$ cat config.mk
export PLATFORM = sky130hd
export DESIGN_NAME = second_chance_cache_top
export DESIGN_NICKNAME = d
export VERILOG_FILES = /design/src/rtl/sc_pkg.sv /design/src/rtl/second_chance_cache_top.sv /design/src/rtl/sc_mem.sv
export SDC_FILE = /design/constraint.sdc
export NUM_CORES = 1
export LEC_CHECK = 0
export ABC_AREA = 1
export BUFFER_PORTS_ARGS = -buffer_cell sky130_fd_sc_hd__buf_4
export CAP_MARGIN = 25
export CORE_MARGIN = 4
export CORE_UTILIZATION = 53
export CTS_BUF_LIST = sky130_fd_sc_hd__clkbuf_4
export DETAILED_ROUTE_END_ITERATION = 7
export PLACE_DENSITY = 0.7
export SLEW_MARGIN = 20
export SYNTH_ARGS = -nofsm -noshare
export SYNTH_HDL_FRONTEND = slang
export SYNTH_SLANG_ARGS = --single-unit
$ cat constraint.sdc
create_clock -name clk -period 14.14 [get_ports clk]
set_input_delay 0.707 -clock clk [delete_from_list [all_inputs] [get_ports clk]]
set_output_delay 0.707 -clock clk [all_outputs]
set_load 0.03 [all_outputs]
$ cat src/rtl/sc_pkg.sv
// Types and constants of the second-chance cache.
`default_nettype none

package sc_pkg;

	// Width of the capacity register
	localparam int CAP_W = 5;

	// Command transferred on start
	typedef struct packed {
		logic               op;
		logic signed [31:0] key;
		logic signed [31:0] write_value;
	} sc_cmd_t;

	// Result transferred on done
	typedef struct packed {
		logic               hit;
		logic signed [31:0] read_value;
	} sc_rsp_t;

	// One stored entry
	typedef struct packed {
		logic signed [31:0] key;
		logic signed [31:0] value;
	} sc_entry_t;

	// Command codes
	localparam logic OP_LOOKUP = 1'b0;
	localparam logic OP_INSERT = 1'b1;

	// Sequencer states
	typedef enum logic [1:0] {
		ST_IDLE,
		ST_SEARCH,
		ST_SWEEP
	} sc_state_t;

endpackage

`default_nettype wire

$ cat src/rtl/second_chance_cache_top.sv
// Top level of the second-chance (clock) replacement key/value cache.
//
// Command channel: cmd is transferred at a rising edge with start high and
// busy low. op lookup returns one result; op insert returns none.
// Result channel: done is high for one cycle with rsp valid; the receiver
// cannot hold it off, so results are never delayed by the output side.
// Capacity register: cfg_we writes cfg_wdata; 0 acts as 1, values above the
// slot count act as the slot count. Every write also empties the cache.
// Keys and values live in one memory read once per cycle; the key search
// streams through that read port, one entry per cycle.
// A lookup ends its search at the first hit or after entry cap-1; done is a
// register set at the end of the search, and the result is taken at the
// edge that ends the done cycle. An insert also ends at a hit and updates
// the value; else it appends, or, when the cache is full, sweeps the hand
// past k referenced entries (k at most cap), one bit per cycle, and evicts.
// busy drops in the cycle done is high, so the next command is transferred
// at the edge that takes the result.
// Reset: empty cache, capacity equal to the slot count, busy low. Valid and
// reference bits are flops cleared at once; no memory clearing pass.
`default_nettype none

module second_chance_cache_top #(
	parameter int SLOTS = 16
) (
	input  wire logic                       clk,
	input  wire logic                       arst_n,
	input  wire logic                       start,
	input  wire sc_pkg::sc_cmd_t            cmd,
	output logic                            busy,
	output logic                            done,
	output sc_pkg::sc_rsp_t                 rsp,
	input  wire logic                       cfg_we,
	input  wire logic [sc_pkg::CAP_W-1:0]   cfg_wdata
);

	localparam int CAPW = sc_pkg::CAP_W;
	// slots reachable by a CAPW-bit capacity
	localparam int USED = (SLOTS < (1 << CAPW)) ? SLOTS : (1 << CAPW) - 1;
	localparam int IW   = (USED > 1) ? $clog2(USED) : 1;
	localparam int CW   = $clog2(USED + 1);

	sc_pkg::sc_state_t state_q, state_d;

	logic [CAPW-1:0] cap_cfg_q;
	logic [CW-1:0]   cap_eff;
	logic [USED-1:0] valid_q;
	logic [USED-1:0] ref_q;
	logic [IW-1:0]   hand_q;
	logic [CW-1:0]   fill_q;
	logic [CW-1:0]   scan_q;
	logic            cmp_vld_s1;
	logic [CW-1:0]   cmp_idx_s1;

	logic               op_q;
	logic signed [31:0] key_q;
	logic signed [31:0] wval_q;

	logic               done_q;
	sc_pkg::sc_rsp_t    rsp_q;

	sc_pkg::sc_entry_t  rd_entry;
	sc_pkg::sc_entry_t  wr_entry;
	logic               mem_we;
	logic [IW-1:0]      mem_waddr;

	logic            accept;
	logic            issue;
	logic            match;
	logic            last;
	logic            search_end;
	logic            full;
	logic            hand_ref;
	logic [CW:0]     pos_sum;
	logic [IW-1:0]   pos;
	logic [CW-1:0]   hand_inc;
	logic [IW-1:0]   hand_next;

	// outputs of the sequencer
	logic            rsp_fire;
	logic            set_ref;
	logic            append;
	logic            sweep_skip;
	logic            sweep_evict;

	// effective capacity
	always_comb begin
		if (cap_cfg_q == '0) begin
			cap_eff = CW'(1);
		end else if (cap_cfg_q > CAPW'(USED)) begin
			cap_eff = CW'(USED);
		end else begin
			cap_eff = CW'(cap_cfg_q);
		end
	end

	// search and ring arithmetic
	assign accept     = start && (state_q == sc_pkg::ST_IDLE);
	assign issue      = (state_q == sc_pkg::ST_SEARCH) && (scan_q < cap_eff);
	assign match      = cmp_vld_s1 && valid_q[cmp_idx_s1[IW-1:0]] && (rd_entry.key == key_q);
	assign last       = cmp_vld_s1 && (cmp_idx_s1 == CW'(cap_eff - CW'(1)));
	assign search_end = match || last;
	assign full       = (fill_q >= cap_eff);
	assign hand_ref   = ref_q[hand_q];

	always_comb begin
		pos_sum = {1'b0, CW'(hand_q)} + {1'b0, fill_q};
		if (pos_sum >= {1'b0, cap_eff}) begin
			pos_sum = pos_sum - {1'b0, cap_eff};
		end
		pos = pos_sum[IW-1:0];
	end

	always_comb begin
		hand_inc  = CW'(hand_q) + CW'(1);
		hand_next = (hand_inc == cap_eff) ? '0 : hand_inc[IW-1:0];
	end

	// next state
	always_comb begin
		state_d = state_q;
		case (state_q)
			sc_pkg::ST_IDLE: begin
				if (start) begin
					state_d = sc_pkg::ST_SEARCH;
				end
			end
			sc_pkg::ST_SEARCH: begin
				if (search_end) begin
					if (op_q == sc_pkg::OP_INSERT && !match && full) begin
						state_d = sc_pkg::ST_SWEEP;
					end else begin
						state_d = sc_pkg::ST_IDLE;
					end
				end
			end
			sc_pkg::ST_SWEEP: begin
				if (!hand_ref) begin
					state_d = sc_pkg::ST_IDLE;
				end
			end
			default: state_d = sc_pkg::ST_IDLE;
		endcase
	end

	// sequencer outputs
	always_comb begin
		rsp_fire    = 1'b0;
		set_ref     = 1'b0;
		append      = 1'b0;
		sweep_skip  = 1'b0;
		sweep_evict = 1'b0;
		mem_we      = 1'b0;
		mem_waddr   = cmp_idx_s1[IW-1:0];
		case (state_q)
			sc_pkg::ST_SEARCH: begin
				if (search_end) begin
					if (op_q == sc_pkg::OP_LOOKUP) begin
						rsp_fire = 1'b1;
						set_ref  = match;
					end else if (match) begin
						mem_we = 1'b1;
					end else if (!full) begin
						append    = 1'b1;
						mem_we    = 1'b1;
						mem_waddr = pos;
					end
				end
			end
			sc_pkg::ST_SWEEP: begin
				if (hand_ref) begin
					sweep_skip = 1'b1;
				end else begin
					sweep_evict = 1'b1;
					mem_we      = 1'b1;
					mem_waddr   = hand_q;
				end
			end
			default: ;
		endcase
	end

	assign wr_entry.key   = key_q;
	assign wr_entry.value = wval_q;

	sc_mem #(
		.DEPTH (USED),
		.AW    (IW)
	) u_mem (
		.clk   (clk),
		.we    (mem_we),
		.waddr (mem_waddr),
		.wdata (wr_entry),
		.raddr (scan_q[IW-1:0]),
		.rdata (rd_entry)
	);

	// state and scan control
	always_ff @(posedge clk or negedge arst_n) begin
		if (!arst_n) begin
			state_q    <= sc_pkg::ST_IDLE;
			scan_q     <= '0;
			cmp_vld_s1 <= 1'b0;
			cmp_idx_s1 <= '0;
		end else begin
			state_q    <= state_d;
			cmp_vld_s1 <= issue && !search_end;
			cmp_idx_s1 <= scan_q;
			if (accept) begin
				scan_q <= '0;
			end else if (issue) begin
				scan_q <= CW'(scan_q + CW'(1));
			end
		end
	end

	// command capture, payload only
	always_ff @(posedge clk) begin
		if (accept) begin
			op_q   <= cmd.op;
			key_q  <= cmd.key;
			wval_q <= cmd.write_value;
		end
	end

	// capacity, valid and reference bits, clock hand, fill count
	always_ff @(posedge clk or negedge arst_n) begin
		if (!arst_n) begin
			cap_cfg_q <= CAPW'(USED);
			valid_q   <= '0;
			ref_q     <= '0;
			hand_q    <= '0;
			fill_q    <= '0;
		end else if (cfg_we) begin
			cap_cfg_q <= cfg_wdata;
			valid_q   <= '0;
			ref_q     <= '0;
			hand_q    <= '0;
			fill_q    <= '0;
		end else begin
			if (set_ref) begin
				ref_q[cmp_idx_s1[IW-1:0]] <= 1'b1;
			end
			if (append) begin
				valid_q[pos] <= 1'b1;
				ref_q[pos]   <= 1'b0;
				fill_q       <= CW'(fill_q + CW'(1));
			end
			if (sweep_skip) begin
				ref_q[hand_q] <= 1'b0;
				hand_q        <= hand_next;
			end
			if (sweep_evict) begin
				valid_q[hand_q] <= 1'b1;
				hand_q          <= hand_next;
			end
		end
	end

	// result register
	always_ff @(posedge clk or negedge arst_n) begin
		if (!arst_n) begin
			done_q <= 1'b0;
		end else begin
			done_q <= rsp_fire;
		end
	end

	always_ff @(posedge clk) begin
		if (rsp_fire) begin
			rsp_q.hit        <= match;
			rsp_q.read_value <= match ? rd_entry.value : '0;
		end
	end

	assign busy = (state_q != sc_pkg::ST_IDLE);
	assign done = done_q;
	assign rsp  = rsp_q;

endmodule

`default_nettype wire

$ cat src/rtl/sc_mem.sv
// Key/value memory: one write port, one read port with registered data.
`default_nettype none

module sc_mem #(
	parameter int DEPTH = 16,
	parameter int AW    = (DEPTH > 1) ? $clog2(DEPTH) : 1
) (
	input  wire logic              clk,
	input  wire logic              we,
	input  wire logic [AW-1:0]     waddr,
	input  wire sc_pkg::sc_entry_t wdata,
	input  wire logic [AW-1:0]     raddr,
	output sc_pkg::sc_entry_t      rdata
);

	sc_pkg::sc_entry_t mem [DEPTH];
	sc_pkg::sc_entry_t rdata_q;

	// write port
	always_ff @(posedge clk) begin
		if (we) begin
			mem[waddr] <= wdata;
		end
	end

	// read port, registered data
	always_ff @(posedge clk) begin
		rdata_q <= mem[raddr];
	end

	assign rdata = rdata_q;

endmodule

`default_nettype wire

---- Word level (Yosys, flattened, before mapping) ----
Memory sizes are Yosys's and may differ from the RTL's. A register that Yosys moved wholly into a read port is not among the register bits.
Cells that the tools add are included.
cells by class
  $add $sub $neg .......................... 6
  magnitude comparators ................... 10
  muxes and demuxes ....................... 63
  bitwise logic cells ..................... 7
  eq/ne operators ......................... 8
  reduce and logical (&&, ||, !) cells .... 21
operator list
  cell                                                 number
  2-to-1 mux 16 bit                                    10
  OR 16 bit                                            3
  2-to-1 mux 4 bit                                     10
  bitwise AND 16 bit                                   2
  == test 32 bit                                       1
  inverter 16 bit                                      2
  2-to-1 mux 5 bit                                     6
  2-to-1 mux 1 bit                                     25
  < comparator 4 x 5 -> 1 bit, second input constant   3
  demux 1 bit (select 4 bit)                           3
  >= comparator 4 x 1 -> 1 bit, second input constant  3
  logical AND 1 bit                                    11
  adder 5 x 1 -> 5 bit, second input constant          2
  == test 5 bit                                        2
  binary-select mux 1 bit (select 4 bit)               2
  2-to-1 mux 2 bit                                     4
  case mux 4 bit (2 select lines)                      1
  adder 4 x 5 -> 6 bit                                 1
  >= comparator 6 x 5 -> 1 bit                         1
  != test 2 bit, second input constant                 3
  case mux 2 bit (3 select lines)                      1
  nonzero test 2 bit                                   3
  adder 4 x 1 -> 5 bit, second input constant          1
  >= comparator 5 bit                                  1
  other kinds (13)                                     14
word-level totals
  bits of input ports ..................... 74
  output and inout port bits .............. 35
  bits in writable memories ............... 1024
  logic and storage cells ................. 131
  register bits after elaboration ......... 158
  memories kept ........................... 1
memory list
  name       depth  width  read ports  clocked after Yosys merged registers in  write ports  RTL line      source
  u_mem.mem  16     64     1           1                                        1            sc_mem.sv:16  sc_pkg::sc_entry_t mem [DEPTH];

---- Logic depth before layout (Yosys ltp) ----
  word-level depth ........................ 17
  gate-level depth with buffers ........... 23
  mapped depth without buffers ............ 23

---- Cells and area by module ----
A second synthesis with hierarchy kept.
unflattened totals
  cells, all modules ...................... 5335
  area, all modules ....................... 54249.5 µm²
modules (own cells, without submodules)
  module                   instances  area an instance (µm²)  cells each  sequential area each (µm²)
  sc_mem                   1          45258.4                 4210        32030.7
  second_chance_cache_top  1          8991.1                  1125        4445.5

---- Worst setup path before layout ----
OpenSTA, ideal clock, no wires.
  kind .................................... register to register
  start point ............................. reg hand_q[1]
  end point ............................... mem u_mem.mem[10][0] (netlist bit), enable pin
  arrival ................................. 5.571 ns
  data required time ...................... 13.654 ns
  library setup time ...................... 0.486 ns
  stages on the path, launching flop included .. 18
  path buffers ............................ 0
  setup slack ............................. 8.082 ns
  period minus slack after synthesis ...... 6.058 ns
  cells stage by stage .................... dfrtp_1 > inv_1 > fa_1 > inv_1 > ha_1 > nand2_1 > nand2_1 > nand3_1 > nand2_1 > o21ai_0 > nand3b_1 > o21ai_1 > inv_1 > nand3_1 > inv_1 > o21bai_1 > nand2_1 > nor2_1
on the way
  cells in the longest elaborated chain, start to end .. 8
RTL lines
  element                                                                  RTL line                                                        source
  from (decl)                                                              second_chance_cache_top.sv:48                                   logic [IW-1:0] hand_q;
  from (signal assigned)                                                   second_chance_cache_top.sv:250                                  hand_q <= hand_next;
  from (signal assigned)                                                   second_chance_cache_top.sv:254                                  hand_q <= hand_next;
  adder 4 x 5 -> 6 bit                                                     second_chance_cache_top.sv:106                                  pos_sum = {1'b0, CW'(hand_q)} + {1'b0, fill_q};
  >= comparator 6 x 5 -> 1 bit / subtractor 4 bit (equally long branches)  second_chance_cache_top.sv:107, second_chance_cache_top.sv:108
  2-to-1 mux 4 bit                                                         second_chance_cache_top.sv:107                                  if (pos_sum >= {1'b0, cap_eff}) begin
  2-to-1 mux 4 bit                                                         second_chance_cache_top.sv:162                                  end else if (!full) begin
  2-to-1 mux 4 bit                                                         second_chance_cache_top.sv:160                                  end else if (match) begin
  2-to-1 mux 4 bit                                                         second_chance_cache_top.sv:157                                  if (op_q == sc_pkg::OP_LOOKUP) begin
  2-to-1 mux 4 bit                                                         second_chance_cache_top.sv:156                                  if (search_end) begin
  case mux 4 bit (2 select lines)                                          second_chance_cache_top.sv:154                                  case (state_q)
  to (decl)                                                                sc_mem.sv:16
Parallel ways exist; a longest one is shown, timed or not. The select of a mux whose other input is x is not followed.

---- Worst setup path in the final report ----
  start point ............................. reg hand_q[0]
  end point ............................... mem u_mem.mem[15][22] (netlist bit), enable pin
The elaborated chain is that of the path after synthesis.

==> metrics <==
status completed; cells on worst reg2reg path 19; Design Area, Final 56200 um^2; FFs w/ async S/R, synth 4.82%; CP Launch Type register; worst-margin pin slew 1.03 ns; total global routing track utilization 24.5%; Post-Route WL 120000 um; total I/O pin count 109; GRT Residual Overflow 0; vias in the first global route 31726; RSZ-0062 raised after global routing false; Final setup viols 0; Synth cell types 53; Core Area 91900 um^2; die span in x 313 um; Starting DRT DRC Count 3329; largest cells by area after synthesis edfxtp_1, nor2_1, dfrtp_1; DP HPWL 65500 um; CTS Hold Bufs 81; DRC 0; CTS tree yes; Placed Instance Area 51300 um^2; maximum vdd drop 161 uV; Root Buffer clkbuf_4; Slew Viols, Final 0; DR vias 31601; Worst Path Arrival 6.30 ns; Post-synth EDFFs 1122; initial cell density of the core 53.5%; first-pass GRT wire length 185000 um; critical path type register to register; GPL Wtd Cong 0.892; area grow syn2layout 14.3%; initial antenna violation count 3; Clock Latency Late Sink 1.18 ns; Avg Cell Area, Syn 13.2 um^2; critical path peak fanout 43; Synth Register Bits 1246; metal3 WL 8460 um; CTS clk-pin slew, worst paths 0.07 ns; Final Skew 0.109 ns; syn nets 3843; Final period util 39.5%; Port Buffer Count 108; top-count cell post-synth edfxtp_1; post-synth top area cell edfxtp_1; worst path cell trace ha_1, inv_1, fa_1, inv_1, ha_1, nand2_1, nand2_1, nand3_1, nand2_1, o21ai_0, nand3b_1, o21ai_1, inv_1, nand2_1, nand3_1, a21oi_1, nand2_1, nor2_4, buf_4; H-Tree Depth 5; final hold viol count 0; final net count 4190; Critical Path Most Common Cell nand2_1; layout cells sized above 1 16.7%; postcts setup bufs 0; Cell Area, Synth 49200 um^2; pwr dens 180 nW/um^2; Max-Cap Viols 0; CP max-delay cell buf_4; DRT antenna net count 0; Worst EP required 14.86 ns; Leak 19.9 nW; std cell rows 111; routed wire length per instance 21.6 um; Bufs and invs on worst path 4; Rel. slew slack 31.0%; number of vias per cell 5.69; post-synth top area share 68.5%; Filler cells 7068; Top Metal Used met4; post-cts resize count 0; Crit. End Element register; Die Area 97800 um^2; clk sinks 1246; first-pass detailed-route iteration total 6; Worst Hold Class input port to async pin; critical path's top delay family simple AND/OR/NAND/NOR gates; critical path's largest stage delay 0.80 ns; Num CTS Buffers 324; metal2 WL 59200 um; FMAX 179 MHz; yosys synthesis warning count 0; Cells after Synth 3738; DIE HEIGHT 313 um; wire length on met1 47600 um; CTS max path bufs 4; Power, Total 10.1 mW; largest net degree at the start of global routing 207; Tmin final 5.58 ns; Commonest cells post-synth edfxtp_1, nor2_1, nand2_1; TNS Setup 0 ns; Primary FF master, synth edfxtp_1; Worst path depth 19; post-synthesis sequential area ratio 74.1%
-- layout by cell type, fill, tap and decap left out, drive strengths merged, types with 10 or more instances in the layout --
cell type       n
nand2         387
ha             29
edfxtp       1122
mux2i         101
o32ai         156
inv           201
o21ai         296
clkbuf        487
nand3         141
buf           154
dfxtp          64
nor3           10
clkinv         48
o221ai        102
nand4          38
nor2          698
a21oi          41
dfrtp          59
dlygate4sd3    81
o211ai         27
-- per-layer routing --
layer	track usage, %	vias up
li1	-	14587
met1	31.3	15384
met2	40.9	1343
met3	4.85	287
met4	11.2	0
met5	0	-
-- worst reg2reg max path, stage by stage (launching register included) --
cell	delay, ns
dfrtp_1	0.66
ha_1	0.26
inv_1	0.05
fa_1	0.57
inv_1	0.07
ha_1	0.31
nand2_1	0.07
nand2_1	0.05
nand3_1	0.07
nand2_1	0.04
o21ai_0	0.15
nand3b_1	0.24
o21ai_1	0.31
inv_1	0.11
nand2_1	0.08
nand3_1	0.09
a21oi_1	0.21
nand2_1	0.27
nor2_4	0.68
buf_4	0.80
-- registers in the layout, summed over array words and instances, names as in the netlist, 4 cells and up --
name	flops
hand_q	4
u_mem.rdata	64
rsp	33
cap_cfg_q	5
valid_q	16
cmp_idx_s1	5
scan_q	5
wval_q	32
fill_q	5
key_q	32
ref_q	16
u_mem.mem	1024
-- cells by family (layout without fill, tap and decap cells) --
group	count (synthesis)	in the layout	synth area share [%]
xor+xnor	18	18	0.336
fa+ha+maj	31	31	0.819
other cells	0	6	0
buf+inv	411	977	3.22
compound gates	647	647	8.82
flops	1246	1246	74.1
simple gates	1284	1284	10.6
mux	101	101	2.05
-- stage by stage --
step / util, % / hold WS (ns) / instances / setup slack (ns)
floorplan: - / 0.378 / 3738 / 8.08
global placement: 55.7 / 0.497 / 4912 / 8.67
detailed placement: 55.8 / 0.505 / 4916 / 8.64
CTS: 61.0 / 0.0908 / 5542 / 8.54
global route: 61.2 / 0.179 / 5553 / 8.13
finish: 61.2 / 0.165 / 5553 / 8.56
-- power breakdown --
group / internal, mW / leakage [nW] / switching, mW
Combinational: 0.733 / 6.09 / 1.66
Sequential: 4.40 / 11.4 / 0.331
Clock: 1.62 / 2.39 / 1.38
Total: 6.75 / 19.9 / 3.37
-- path summary, 6_finish.rpt --
path | end | slack, ns | start
min | cap_cfg_q[2] | 0.16 | arst_n
max reg2reg | u_mem.mem[15][22] | 8.56 | hand_q[0]
min reg2reg | rsp[14] | 0.48 | u_mem.rdata[14]
max | u_mem.mem[15][22] | 8.56 | hand_q[0]
min in group clk | key_q[24] | 0.26 | cmd[56]
max in group asynchronous | scan_q[1] | 13.31 | arst_n
-- area by class of cell --
type                    count  area [um^2]  area share, %
multi-input cells        2081        11300           20.1
repair buffers            235         2180           3.87
well taps                1243         1560           2.76
inverters                 197          754           1.34
clock buffers             487         3660           6.50
diodes                      6         15.0         0.0267
clock inverters            58          317          0.563
flip-flops and latches   1246        36500           64.9
Power figures use the tool's default switching activity.
